`src/rtl/core/wdcl_pkg.sv`:
```
// ----------------------------------------------------------------------------
// wdcl_pkg: WAV data chunk locator package
// Shared codes, constants and the result word layout.
// ----------------------------------------------------------------------------
package wdcl_pkg;

  localparam int unsigned ByteW      = 8;
  localparam int unsigned SizeW      = 32;
  localparam int unsigned HeaderBytes = 12;
  localparam int unsigned FieldBytes  = 4;
  localparam int unsigned CountW     = 4;

  // 'data' packed little-endian
  localparam logic [SizeW-1:0] DataTag = {8'h61, 8'h74, 8'h61, 8'h64};

  localparam logic [1:0] PhaseSkip    = 2'd0;
  localparam logic [1:0] PhaseSize    = 2'd1;
  localparam logic [1:0] PhasePayload = 2'd2;
  localparam logic [1:0] PhaseAfter   = 2'd3;

  typedef struct packed {
    logic [1:0]       phase;
    logic [SizeW-1:0] data_size;
    logic [ByteW-1:0] payload_byte;
    logic             last_payload;
  } wdcl_result_t;

endpackage

```
`src/rtl/core/wdcl_if.sv`:
```
// ----------------------------------------------------------------------------
// wdcl_if: byte and result stream interfaces
// Valid/ready channels for the input bytes and the result words.
// ----------------------------------------------------------------------------
interface wdcl_in_if;
  logic       valid;
  logic       ready;
  logic [7:0] data_byte;
  logic       start_of_file;

  modport source (output valid, output data_byte, output start_of_file, input ready);
  modport sink   (input valid, input data_byte, input start_of_file, output ready);
endinterface

interface wdcl_out_if;
  logic        valid;
  logic        ready;
  logic [1:0]  phase;
  logic [31:0] data_size;
  logic [7:0]  payload_byte;
  logic        last_payload;

  modport source (output valid, output phase, output data_size, output payload_byte,
                  output last_payload, input ready);
  modport sink   (input valid, input phase, input data_size, input payload_byte,
                  input last_payload, output ready);
endinterface

```
`src/rtl/core/wav_data_chunk_locator_top.sv`:
```
// Output: a result word is registered and appears in the cycle after its byte is accepted.
// Throughput: one byte per cycle; the single result register frees as it is
// taken, so a byte is accepted whenever that register is empty or draining.
// Reset: asynchronous, active low; the parse returns to the header state and
// the result register empties.
// ----------------------------------------------------------------------------
// wav_data_chunk_locator_top: WAV data chunk locator
// Walks a RIFF byte stream, reports the 'data' chunk size and passes its
// payload bytes through.
// ----------------------------------------------------------------------------
module wav_data_chunk_locator_top import wdcl_pkg::*; (
  input  logic              clk_i,
  input  logic              rst_ni,
  wdcl_in_if.sink           in_i,
  wdcl_out_if.source        out_o
);

  logic         accept;
  logic         out_valid_q;
  wdcl_result_t result;
  wdcl_result_t out_q;

  assign in_i.ready = !out_valid_q || out_o.ready;
  assign accept     = in_i.valid && in_i.ready;

  wdcl_parser u_parser (
    .clk_i           (clk_i),
    .rst_ni          (rst_ni),
    .advance_i       (accept),
    .data_byte_i     (in_i.data_byte),
    .start_of_file_i (in_i.start_of_file),
    .result_o        (result)
  );

  always_ff @(posedge clk_i or negedge rst_ni) begin
    if (!rst_ni) begin
      out_valid_q <= 1'b0;
      out_q       <= '0;
    end else begin
      if (accept) begin
        out_valid_q <= 1'b1;
        out_q       <= result;
      end else if (out_o.ready) begin
        out_valid_q <= 1'b0;
      end
    end
  end

  assign out_o.valid        = out_valid_q;
  assign out_o.phase        = out_q.phase;
  assign out_o.data_size    = out_q.data_size;
  assign out_o.payload_byte = out_q.payload_byte;
  assign out_o.last_payload = out_q.last_payload;

`ifndef SYNTHESIS
  a_accept_fills: assert property (@(posedge clk_i) disable iff (!rst_ni)
    accept |=> out_valid_q)
    else $error("accepted byte produced no result word");

  a_last_is_payload: assert property (@(posedge clk_i) disable iff (!rst_ni)
    out_valid_q && out_q.last_payload |-> out_q.phase == PhasePayload)
    else $error("last payload flag outside payload phase");

  a_skip_no_size: assert property (@(posedge clk_i) disable iff (!rst_ni)
    out_valid_q && out_q.phase == PhaseSkip |-> out_q.data_size == '0)
    else $error("size reported before data chunk found");

  a_payload_only_byte: assert property (@(posedge clk_i) disable iff (!rst_ni)
    out_valid_q && out_q.phase != PhasePayload |-> out_q.payload_byte == '0)
    else $error("payload byte outside payload phase");
`endif

endmodule

```
`src/rtl/core/wdcl_parser.sv`:
```
// ----------------------------------------------------------------------------
// wdcl_parser: RIFF chunk walker
// Holds the parse state and forms the result word for the current byte.
// ----------------------------------------------------------------------------
module wdcl_parser import wdcl_pkg::*; (
  input  logic                 clk_i,
  input  logic                 rst_ni,
  input  logic                 advance_i,
  input  logic [ByteW-1:0]     data_byte_i,
  input  logic                 start_of_file_i,
  output wdcl_result_t         result_o
);

  typedef enum logic [2:0] {
    StHeader, StId, StSize, StSkip, StPayload, StDone
  } state_e;

  state_e              state_q, state_d, state_c;
  logic [CountW-1:0]   cnt_q, cnt_d, cnt_c, cnt_inc;
  logic [SizeW-1:0]    id_q, id_d, id_c;
  logic [SizeW-1:0]    size_q, size_d, size_c;
  logic [SizeW-1:0]    remain_q, remain_d, remain_c, remain_dec;
  logic [SizeW-1:0]    found_q, found_d, found_c;

  always_comb begin
    // start mark restarts the parse on this very byte
    if (start_of_file_i) begin
      state_c  = StHeader;
      cnt_c    = '0;
      id_c     = '0;
      size_c   = '0;
      remain_c = '0;
      found_c  = '0;
    end else begin
      state_c  = state_q;
      cnt_c    = cnt_q;
      id_c     = id_q;
      size_c   = size_q;
      remain_c = remain_q;
      found_c  = found_q;
    end

    cnt_inc    = cnt_c + CountW'(1);
    remain_dec = remain_c - SizeW'(1);

    state_d  = state_c;
    cnt_d    = cnt_c;
    id_d     = id_c;
    size_d   = size_c;
    remain_d = remain_c;
    found_d  = found_c;

    result_o = '{phase: PhaseSkip, data_size: '0, payload_byte: '0, last_payload: 1'b0};

    case (state_c)
      StHeader: begin
        cnt_d = cnt_inc;
        if (cnt_inc >= CountW'(HeaderBytes)) begin
          cnt_d   = '0;
          state_d = StId;
        end
      end
      StId: begin
        id_d  = {data_byte_i, id_c[SizeW-1:ByteW]};
        cnt_d = cnt_inc;
        if (cnt_inc >= CountW'(FieldBytes)) begin
          cnt_d   = '0;
          state_d = StSize;
        end
      end
      StSize: begin
        size_d = {data_byte_i, size_c[SizeW-1:ByteW]};
        cnt_d  = cnt_inc;
        if (cnt_inc >= CountW'(FieldBytes)) begin
          cnt_d    = '0;
          remain_d = size_d;
          if (id_c == DataTag) begin
            found_d            = size_d;
            result_o.phase     = PhaseSize;
            result_o.data_size = size_d;
            state_d            = (size_d == '0) ? StDone : StPayload;
          end else begin
            state_d = (size_d == '0) ? StId : StSkip;
          end
        end
      end
      StSkip: begin
        remain_d = remain_dec;
        if (remain_dec == '0) state_d = StId;
      end
      StPayload: begin
        result_o.phase        = PhasePayload;
        result_o.data_size    = found_c;
        result_o.payload_byte = data_byte_i;
        remain_d              = remain_dec;
        if (remain_dec == '0) begin
          result_o.last_payload = 1'b1;
          state_d               = StDone;
        end
      end
      default: begin
        result_o.phase     = PhaseAfter;
        result_o.data_size = found_c;
        state_d            = StDone;
      end
    endcase
  end

  always_ff @(posedge clk_i or negedge rst_ni) begin
    if (!rst_ni) begin
      state_q  <= StHeader;
      cnt_q    <= '0;
      id_q     <= '0;
      size_q   <= '0;
      remain_q <= '0;
      found_q  <= '0;
    end else if (advance_i) begin
      state_q  <= state_d;
      cnt_q    <= cnt_d;
      id_q     <= id_d;
      size_q   <= size_d;
      remain_q <= remain_d;
      found_q  <= found_d;
    end
  end

endmodule

```
`src/flat_wrapper.sv`:
```
// flat-port wrapper written by rule: the top's interface ports become plain ports
module wav_data_chunk_locator_top_flat import wdcl_pkg::*;
  (clk_i, rst_ni, in_i_valid, in_i_data_byte, in_i_start_of_file, in_i_ready, out_o_valid, out_o_phase, out_o_data_size, out_o_payload_byte, out_o_last_payload, out_o_ready);
  wdcl_in_if in_i_i ();
  wdcl_out_if out_o_i ();
  input  logic clk_i;
  input  logic rst_ni;
  input wire logic [$bits(in_i_i.valid)-1:0] in_i_valid;
  input wire logic [$bits(in_i_i.data_byte)-1:0] in_i_data_byte;
  input wire logic [$bits(in_i_i.start_of_file)-1:0] in_i_start_of_file;
  output wire logic [$bits(in_i_i.ready)-1:0] in_i_ready;
  output wire logic [$bits(out_o_i.valid)-1:0] out_o_valid;
  output wire logic [$bits(out_o_i.phase)-1:0] out_o_phase;
  output wire logic [$bits(out_o_i.data_size)-1:0] out_o_data_size;
  output wire logic [$bits(out_o_i.payload_byte)-1:0] out_o_payload_byte;
  output wire logic [$bits(out_o_i.last_payload)-1:0] out_o_last_payload;
  input wire logic [$bits(out_o_i.ready)-1:0] out_o_ready;
  assign in_i_i.valid = in_i_valid;
  assign in_i_i.data_byte = in_i_data_byte;
  assign in_i_i.start_of_file = in_i_start_of_file;
  assign in_i_ready = in_i_i.ready;
  assign out_o_valid = out_o_i.valid;
  assign out_o_phase = out_o_i.phase;
  assign out_o_data_size = out_o_i.data_size;
  assign out_o_payload_byte = out_o_i.payload_byte;
  assign out_o_last_payload = out_o_i.last_payload;
  assign out_o_i.ready = out_o_ready;
  wav_data_chunk_locator_top u_core (.clk_i(clk_i), .rst_ni(rst_ni), .in_i(in_i_i), .out_o(out_o_i));
endmodule
```
`config.mk`:
```
export PLATFORM = sky130hd
export DESIGN_NAME = wav_data_chunk_locator_top_flat
export DESIGN_NICKNAME = d
export VERILOG_FILES = /design/src/rtl/core/wdcl_pkg.sv /design/src/rtl/core/wdcl_if.sv /design/src/rtl/core/wav_data_chunk_locator_top.sv /design/src/rtl/core/wdcl_parser.sv /design/src/flat_wrapper.sv
export SDC_FILE = /design/constraint.sdc
export NUM_CORES = 1
export LEC_CHECK = 0
export ABC_CLOCK_PERIOD_IN_PS = 4400
export BUFFER_PORTS_ARGS = -buffer_cell sky130_fd_sc_hd__buf_2
export CAP_MARGIN = 20
export CORE_MARGIN = 2
export CORE_UTILIZATION = 45
export CTS_CLUSTER_DIAMETER = 50
export DETAILED_ROUTE_END_ITERATION = 10
export GPL_TIMING_DRIVEN = 0
export PLACE_DENSITY = 0.64
export SLEW_MARGIN = 20
export SYNTH_ARGS = -nofsm -noshare
export SYNTH_HDL_FRONTEND = slang
export SYNTH_SLANG_ARGS = --single-unit
```
`constraint.sdc`:
```
create_clock -name clk_i -period 4.4 [get_ports clk_i]
set_input_delay 0.44 -clock clk_i [delete_from_list [all_inputs] [get_ports clk_i]]
set_output_delay 0.44 -clock clk_i [all_outputs]
set_load 0.01 [all_outputs]
```
==> results of run 1 <==
-- worst register-to-register path: stages, from the launching register on --
cell and delay (ns):
dfrtp_1 0.45, or3_1 0.38, buf_2 0.17, nor3_1 0.79, nand4_1 0.24, xor2_1 0.22, and4_1 0.27, or3b_1 0.39
nor4_2 0.41, a22o_1 0.21
-- per-stage QoR --
stage / instances / TNS (ns)
final: 1221 / 0
after global routing: 1221 / 0
after CTS: 1221 / 0
after detailed placement: 1188 / -0.1482
after global placement: 1186 / -0.1255
after floorplan: 895 / 0
-- cell usage after synthesis (6+ instances only) --
library cell	count
inv_1	7
nand2_1	94
xnor2_1	10
buf_2	7
mux2i_1	6
a22oi_1	29
a32o_1	7
nor3_1	14
a21oi_1	39
o22ai_1	7
clkbuf_1	64
nand3_1	17
a22o_1	72
nor2_1	119
dfrtp_1	171
nand4_1	7
and2_1	6
a221oi_1	34
o21ai_0	77
nor4_1	17
a21o_1	7
-- worst max-delay path by stage --
stage                                                    endpoint                from  slack (ns)
final                     u_core.u_parser.found_q[24]$_DFFE_PN0P_  in_i_start_of_file        0.35
after global routing       u_core.u_parser.state_q[0]$_DFFE_PN0P_  in_i_start_of_file        0.09
after CTS                   u_core.out_o.last_payload$_DFFE_PN0P_  in_i_start_of_file        0.33
after global placement      u_core.out_o.last_payload$_DFFE_PN0P_  in_i_start_of_file       -0.08
after detailed placement    u_core.out_o.last_payload$_DFFE_PN0P_  in_i_start_of_file       -0.10
after floorplan             u_core.out_o.last_payload$_DFFE_PN0P_  in_i_start_of_file        1.23
-- cell families (layout without fill, tap and decap cells) --
group | Yosys count | after routing | share of synthesized area
adder cells (fa/ha/maj) | 3 | 3 | 0.004427
XOR/XNOR | 16 | 16 | 0.01741
multiplexers | 7 | 7 | 0.008410
AND/OR/NAND/NOR | 315 | 315 | 0.1760
buffers and inverters | 81 | 173 | 0.03688
AO/OA/AOI/OAI | 302 | 302 | 0.2523
flip-flops | 171 | 171 | 0.5046
-- cell type report --
class	count	area [sq um]
clock inverters	15	170.2
flip-flops and latches	171	4279
repair buffers	60	360.3
well taps	234	292.8
plain buffers	74	286.5
clock buffers	17	425.4
multi-input cells	643	3900
fillers	1707	8840
inverters	7	26.28
-- layer usage --
| metal | wire (um) | GRT usage |
|---|---|---|
| met1 | 11780 | 0.4065 |
| met2 | 11940 | 0.4042 |
| met5 | 0 | 0 |
| met4 | 808 | 0.09895 |
| met3 | 2073 | 0.05332 |
-- where the power goes --
part           internal (uW)  switching [uW]  leakage [uW]
logic                    730            1160       0.00172
clock network            810             723      0.000284
registers               1790             347       0.00229
total                   3330            2230       0.00429
-- flip-flops by register name (all words and copies together) (netlist names) --
register                   cells
u_core.out_o.data_size        32
u_core.out_o.last_payload      1
u_core.out_o.payload_byte      8
u_core.out_o.phase             2
u_core.out_o.valid             1
u_core.u_parser.cnt_q          4
u_core.u_parser.found_q       32
u_core.u_parser.id_q          32
u_core.u_parser.remain_q      32
u_core.u_parser.size_q        24
u_core.u_parser.state_q        3
-- layout by cell type (no fill, tap or decap), types with 10 or more instances in the layout --
master     instances
clkbuf_16         17
nand2_1           94
nand3_1           17
o21ai_0           77
a21oi_1           39
a22o_1            72
nor2_1           119
buf_2             63
a221oi_1          34
a22oi_1           29
clkbuf_1          64
nor4_1            16
dfrtp_1          171
xnor2_1           10
nor3_1            13
-- what timing repair did --
| item | 4_1_cts | 5_1_grt |
|---|---|---|
| gates resized for setup | 0 | 1 |
| hold buffers | 1 | 0 |
| hold endpoints to repair | 47 | 0 |
| setup buffers | 0 | 0 |
| setup endpoints to repair | 0 | 2 |
==> flow_summary.ini, run 1 <==
[placement]
dp_hpwl_um = 18410
port_buffers = 57
place_area_sq_um = 9124
preCtsSetupSlack_ns = -0.1002
place_congestion = 0.9586

[global_routing]
antenna_found_initial = 0
grt.total_usage = 0.2748
grt_max_degree = 75
grt_first_pass_wirelength_um = 42320
grt_pass1_vias = 7405
grt.overflow.total = 0

[worst_setup_path]
required_ns = 4.78
cp_data_arrival_time_ns = 4.43
rr_startpoint = u_core.u_parser.remain_q[2]$_DFFE_PN0P_
worstPathCellList = buf_2 -> buf_2 -> buf_1 -> clkbuf_1 -> nor2b_1 -> ha_1 -> a21oi_1 -> a31oi_1 -> and2_1 -> clkbuf_1 -> and2_1 -> clkbuf_1 -> o21ai_1 -> clkbuf_1 -> a22o_1
critPathCaptureType = register
crit_family = buffers and inverters
cp_max_fo = 10
reg2reg_to = u_core.out_o.last_payload$_DFFE_PN0P_
slowest_delay_ns = 0.59
critPathSlowestCell = clkbuf_1
reg2regPathDepth = 9
worst-path-buf-inv = 7
rrSetupSlack_ns = 0.81
crit_top_cell = clkbuf_1
startpoint_type = input port
critical_path_depth = 15
worstSetupPathType = input port to register

[min_path]
hp-start = in_i_valid
hold_depth = 2
hold_path_class = input port to register
min_to = u_core.out_o.valid$_DFFE_PN0P_

[routing]
routed_via_density = 6.338
first_pass_iters = 7
finalWirelength_um = 26600
routedWlPerCell_um = 21.79
drc = 0
routed-via-count = 7739
dr.first_iter.drc_count = 849
detail-route-antenna-nets = 0

[power_and_ir_drop]
powerDensity_nw_per_um2 = 571.0
finalPower_uw = 5562
p_leak_uw = 0.004289
ir_drop_uv = 357.6

[logic_synthesis]
synth_area_sq_um = 8481
synth_seq_area_share = 0.5046
synth_enable_flop_cells = 0
ys_warn_count = 0
synth_top_area_cell = dfrtp_1
synthArstFlopShare = 1.000
synth_top_area_frac = 0.5046
ys_ff_latch = 171
synth_area_leaders = dfrtp_1, a22o_1, nor2_1, o21ai_0, nand2_1
synth_cells = 895
syn_area_per_cell_sq_um = 9.476
synth_top_flop_cell = dfrtp_1
synthesis.nets = 911
yosysUniqueCellTypes = 63

[cells_and_area]
diodes = 0
fin_area_sq_um = 9741
drive_above_1_share = 0.1155
fin_util = 0.5242
layout.nets = 990
syn_to_final_growth_pct = 14.86

[timing]
drv_slew = 0
min_period_ns = 4.046
worst_pin_slew_ns = 1.022
finalHoldViolCount = 0
setup_viol = 0
max-slew-margin-rel = 0.3132
holdWs_ns = 0.2292
setup_ws_ns = 0.3540
fmax_ghz = 0.2472
fin_worst_skew_ns = 0.01481
rsz0062_at_grt = false
period_share = 0.9196

[clocking]
cts_buffers = 17
cts_root_buf = clkbuf_16
cts.clk_slew.worst_paths_ns = 0.08
clkSinkCount = 171
cts_tree = built
clk_latency_ns = 0.44
cts_buffer_depth = 2
cts.htree.levels = 4

[die]
die_area_sq_um = 19960
ios = 58
fp.coreArea_sq_um = 18580
rows = 50
fp.dieW_um = 141.3
fp.dieH_um = 141.3
start_util = 0.4564

[outcome]
outcome = completed

[run]
cap_violations = 0
Note: power is estimated with default switching activity, not from simulation.
==> run 2, diff against run 1 <==
--- a/config.mk
+++ b/config.mk
@@ -13,7 +13,6 @@
 export CTS_CLUSTER_DIAMETER = 50
 export DETAILED_ROUTE_END_ITERATION = 10
 export GPL_TIMING_DRIVEN = 0
-export PLACE_DENSITY = 0.64
 export SLEW_MARGIN = 20
 export SYNTH_ARGS = -nofsm -noshare
 export SYNTH_HDL_FRONTEND = slang
==> run 2 against run 1 <==
  * Fmax down 1.5%
  * First-iteration DRC count increased by 22%
  * Worst setup slack worse by 0.063 ns
  * Critical path depth did not move
  * Via count shrank 1.1%
  * Non-clock buffer count down 1
  * Routed wire length is 0.80% higher
  * Total power about the same
  * Register-to-register slack worse by 0.02 ns
  * Critical path type unchanged
  * Critical endpoint is now u_core.u_parser.found_q[21]$_DFFE_PN0P_
  * Highest routed layer unchanged
==> flow_summary.ini, run 2 (synthesized netlist as in run 1, its figures left out) <==
[timing]
worst_pin_slew_ns = 1.008
min_period_ns = 4.109
finalHoldViolCount = 0
setup_viol = 0
fmax_ghz = 0.2434
drv_slew = 0
max-slew-margin-rel = 0.3231
period_share = 0.9339
rsz0062_at_grt = false
fin_worst_skew_ns = 0.01321

[die]
rows = 50
ios = 58
fp.coreArea_sq_um = 18580
start_util = 0.4564
die_area_sq_um = 19960
fp.dieH_um = 141.3
fp.dieW_um = 141.3

[routing]
dr.first_iter.drc_count = 1039
first_pass_iters = 6
routed_via_density = 6.275
finalWirelength_um = 26820
drc = 0
routedWlPerCell_um = 21.98
detail-route-antenna-nets = 0
routed-via-count = 7656

[worst_setup_path]
critPathCaptureType = register
worstSetupPathType = input port to register
reg2reg_to = u_core.out_o.last_payload$_DFFE_PN0P_
reg2regPathDepth = 9
required_ns = 4.78
cp_max_fo = 10
rrSetupSlack_ns = 0.79
cp_data_arrival_time_ns = 4.49
rr_startpoint = u_core.u_parser.remain_q[2]$_DFFE_PN0P_
startpoint_type = input port

[placement]
port_buffers = 57
place_congestion = 0.9434
dp_hpwl_um = 18330
place_area_sq_um = 9096

[power_and_ir_drop]
p_int_uw = 3288
powerDensity_nw_per_um2 = 572.7
combinationalPowerShare = 0.342
seq_power_share = 0.386
switching_share = 0.4085
p_switching_uw = 2271
ir_drop_uv = 353.6
power.share.clock = 0.272
p_leak_uw = 0.004272

[clocking]
cts.htree.levels = 4
clk_latency_ns = 0.44
clkSinkCount = 171
cts_buffer_depth = 2
cts_buffers = 17
cts.clk_slew.worst_paths_ns = 0.08
cts_setup_buffers = 0
cts_root_buf = clkbuf_16
cts_tree = built

[outcome]
outcome = completed

[global_routing]
grt_first_pass_wirelength_um = 42440
grt.total_usage = 0.2766
grt.overflow.total = 0
grt_pass1_vias = 7168
grt_max_degree = 98
antenna_found_initial = 0

[run]
cap_violations = 0

[min_path]
hp-start = in_i_valid
hold_path_class = input port to register
hold_depth = 2
min_to = u_core.out_o.valid$_DFFE_PN0P_

[cells_and_area]
drive_above_1_share = 0.1146
final_common_cell = dfrtp_1
layout.nets = 989
fin_util = 0.5224
fin_area_sq_um = 9706
final_cell_mix = dfrtp_1, nor2_1, nand2_1, o21ai_0, a22o_1
diodes = 0
syn_to_final_growth_pct = 14.44
run 2: cell count changes in the layout (fill, tap and decap cells not counted):
cell,before,now
clkinv_4,0,3
inv_6,4,0
clkbuf_8,0,1
bufinv_16,1,0
inv_8,4,6
buf_16,2,1
clkinv_2,1,0
run 2: worst max path at each step:
| stage | from | endpoint | slack [ns] | cells after the start |
|---|---|---|---|---|
| finish | in_i_start_of_file | u_core.u_parser.found_q[21]$_DFFE_PN0P_ | 0.29 | 15 |
| global placement | in_i_start_of_file | u_core.out_o.last_payload$_DFFE_PN0P_ | -0.07 | 14 |
| floorplan | in_i_start_of_file | u_core.out_o.last_payload$_DFFE_PN0P_ | 1.23 | 12 |
| global route | in_i_start_of_file | u_core.u_parser.found_q[19]$_DFFE_PN0P_ | 0.1 | 14 |
| detailed placement | in_i_start_of_file | u_core.out_o.last_payload$_DFFE_PN0P_ | -0.11 | 14 |
| CTS | in_i_start_of_file | u_core.out_o.last_payload$_DFFE_PN0P_ | 0.28 | 14 |
run 2: layer usage:
layer / up-vias / GRT usage / part of all wire
met5: - / 0 / 0
met4: 0 / 0.08000 / 0.022
li1: 3489 / - / -
met3: 46 / 0.06007 / 0.085
met2: 384 / 0.4152 / 0.45
met1: 3737 / 0.4057 / 0.45
run 2: metrics by stage:
stage	setup TNS (ns)	hold slack, ns	cells	worst slack [ns]	total power, uW
after global routing	0	0.2396	1220	0.09977	5850
after CTS	0	0.2158	1220	0.2839	5510
after floorplan	0	0.1444	895	1.225	3400
after detailed placement	-0.2700	0.4514	1187	-0.1092	3995
after global placement	-0.09364	0.4652	1186	-0.07046	3980
final	0	0.2226	1220	0.2910	5559
run 2: layout make-up:
type | count | area [sq um]
Buffer | 74 | 286.5
Clock buffer | 18 | 439.2
Clock inverter | 14 | 148.9
Fill cell | 1723 | 8875
Inverter | 7 | 26.28
Multi-Input combinational cell | 643 | 3900
Sequential cell | 171 | 4279
Tap cell | 234 | 292.8
Timing Repair Buffer | 59 | 332.8
run 2: worst max-delay path, stage by stage:
cell      delay, ns
buf_2          0.17
buf_2          0.26
buf_1          0.48
clkbuf_1       0.62
nor2b_1        0.11
ha_1           0.27
a21oi_1        0.12
a31oi_1        0.08
and2_1         0.16
clkbuf_1       0.17
and2_1         0.18
clkbuf_1       0.17
o21ai_1        0.36
clkbuf_1       0.62
a22o_1         0.26
run 2: power groups by stage:
stage                     Combinational, uW  Sequential (uW)  Clock (uW)
after detailed placement               1840             2160           0
after floorplan                        1360             2040           0
after global placement                 1820             2160           0
after global routing                   2090             2160        1600
after CTS                              1850             2130        1530
final                                  1900             2140        1510
run 2: what timing repair did:
action | in CTS | in global routing
setup endpoints to repair | 0 | 1
resized for setup | 0 | 1
hold buffers | 1 | 0
hold endpoints to repair | 15 | 0
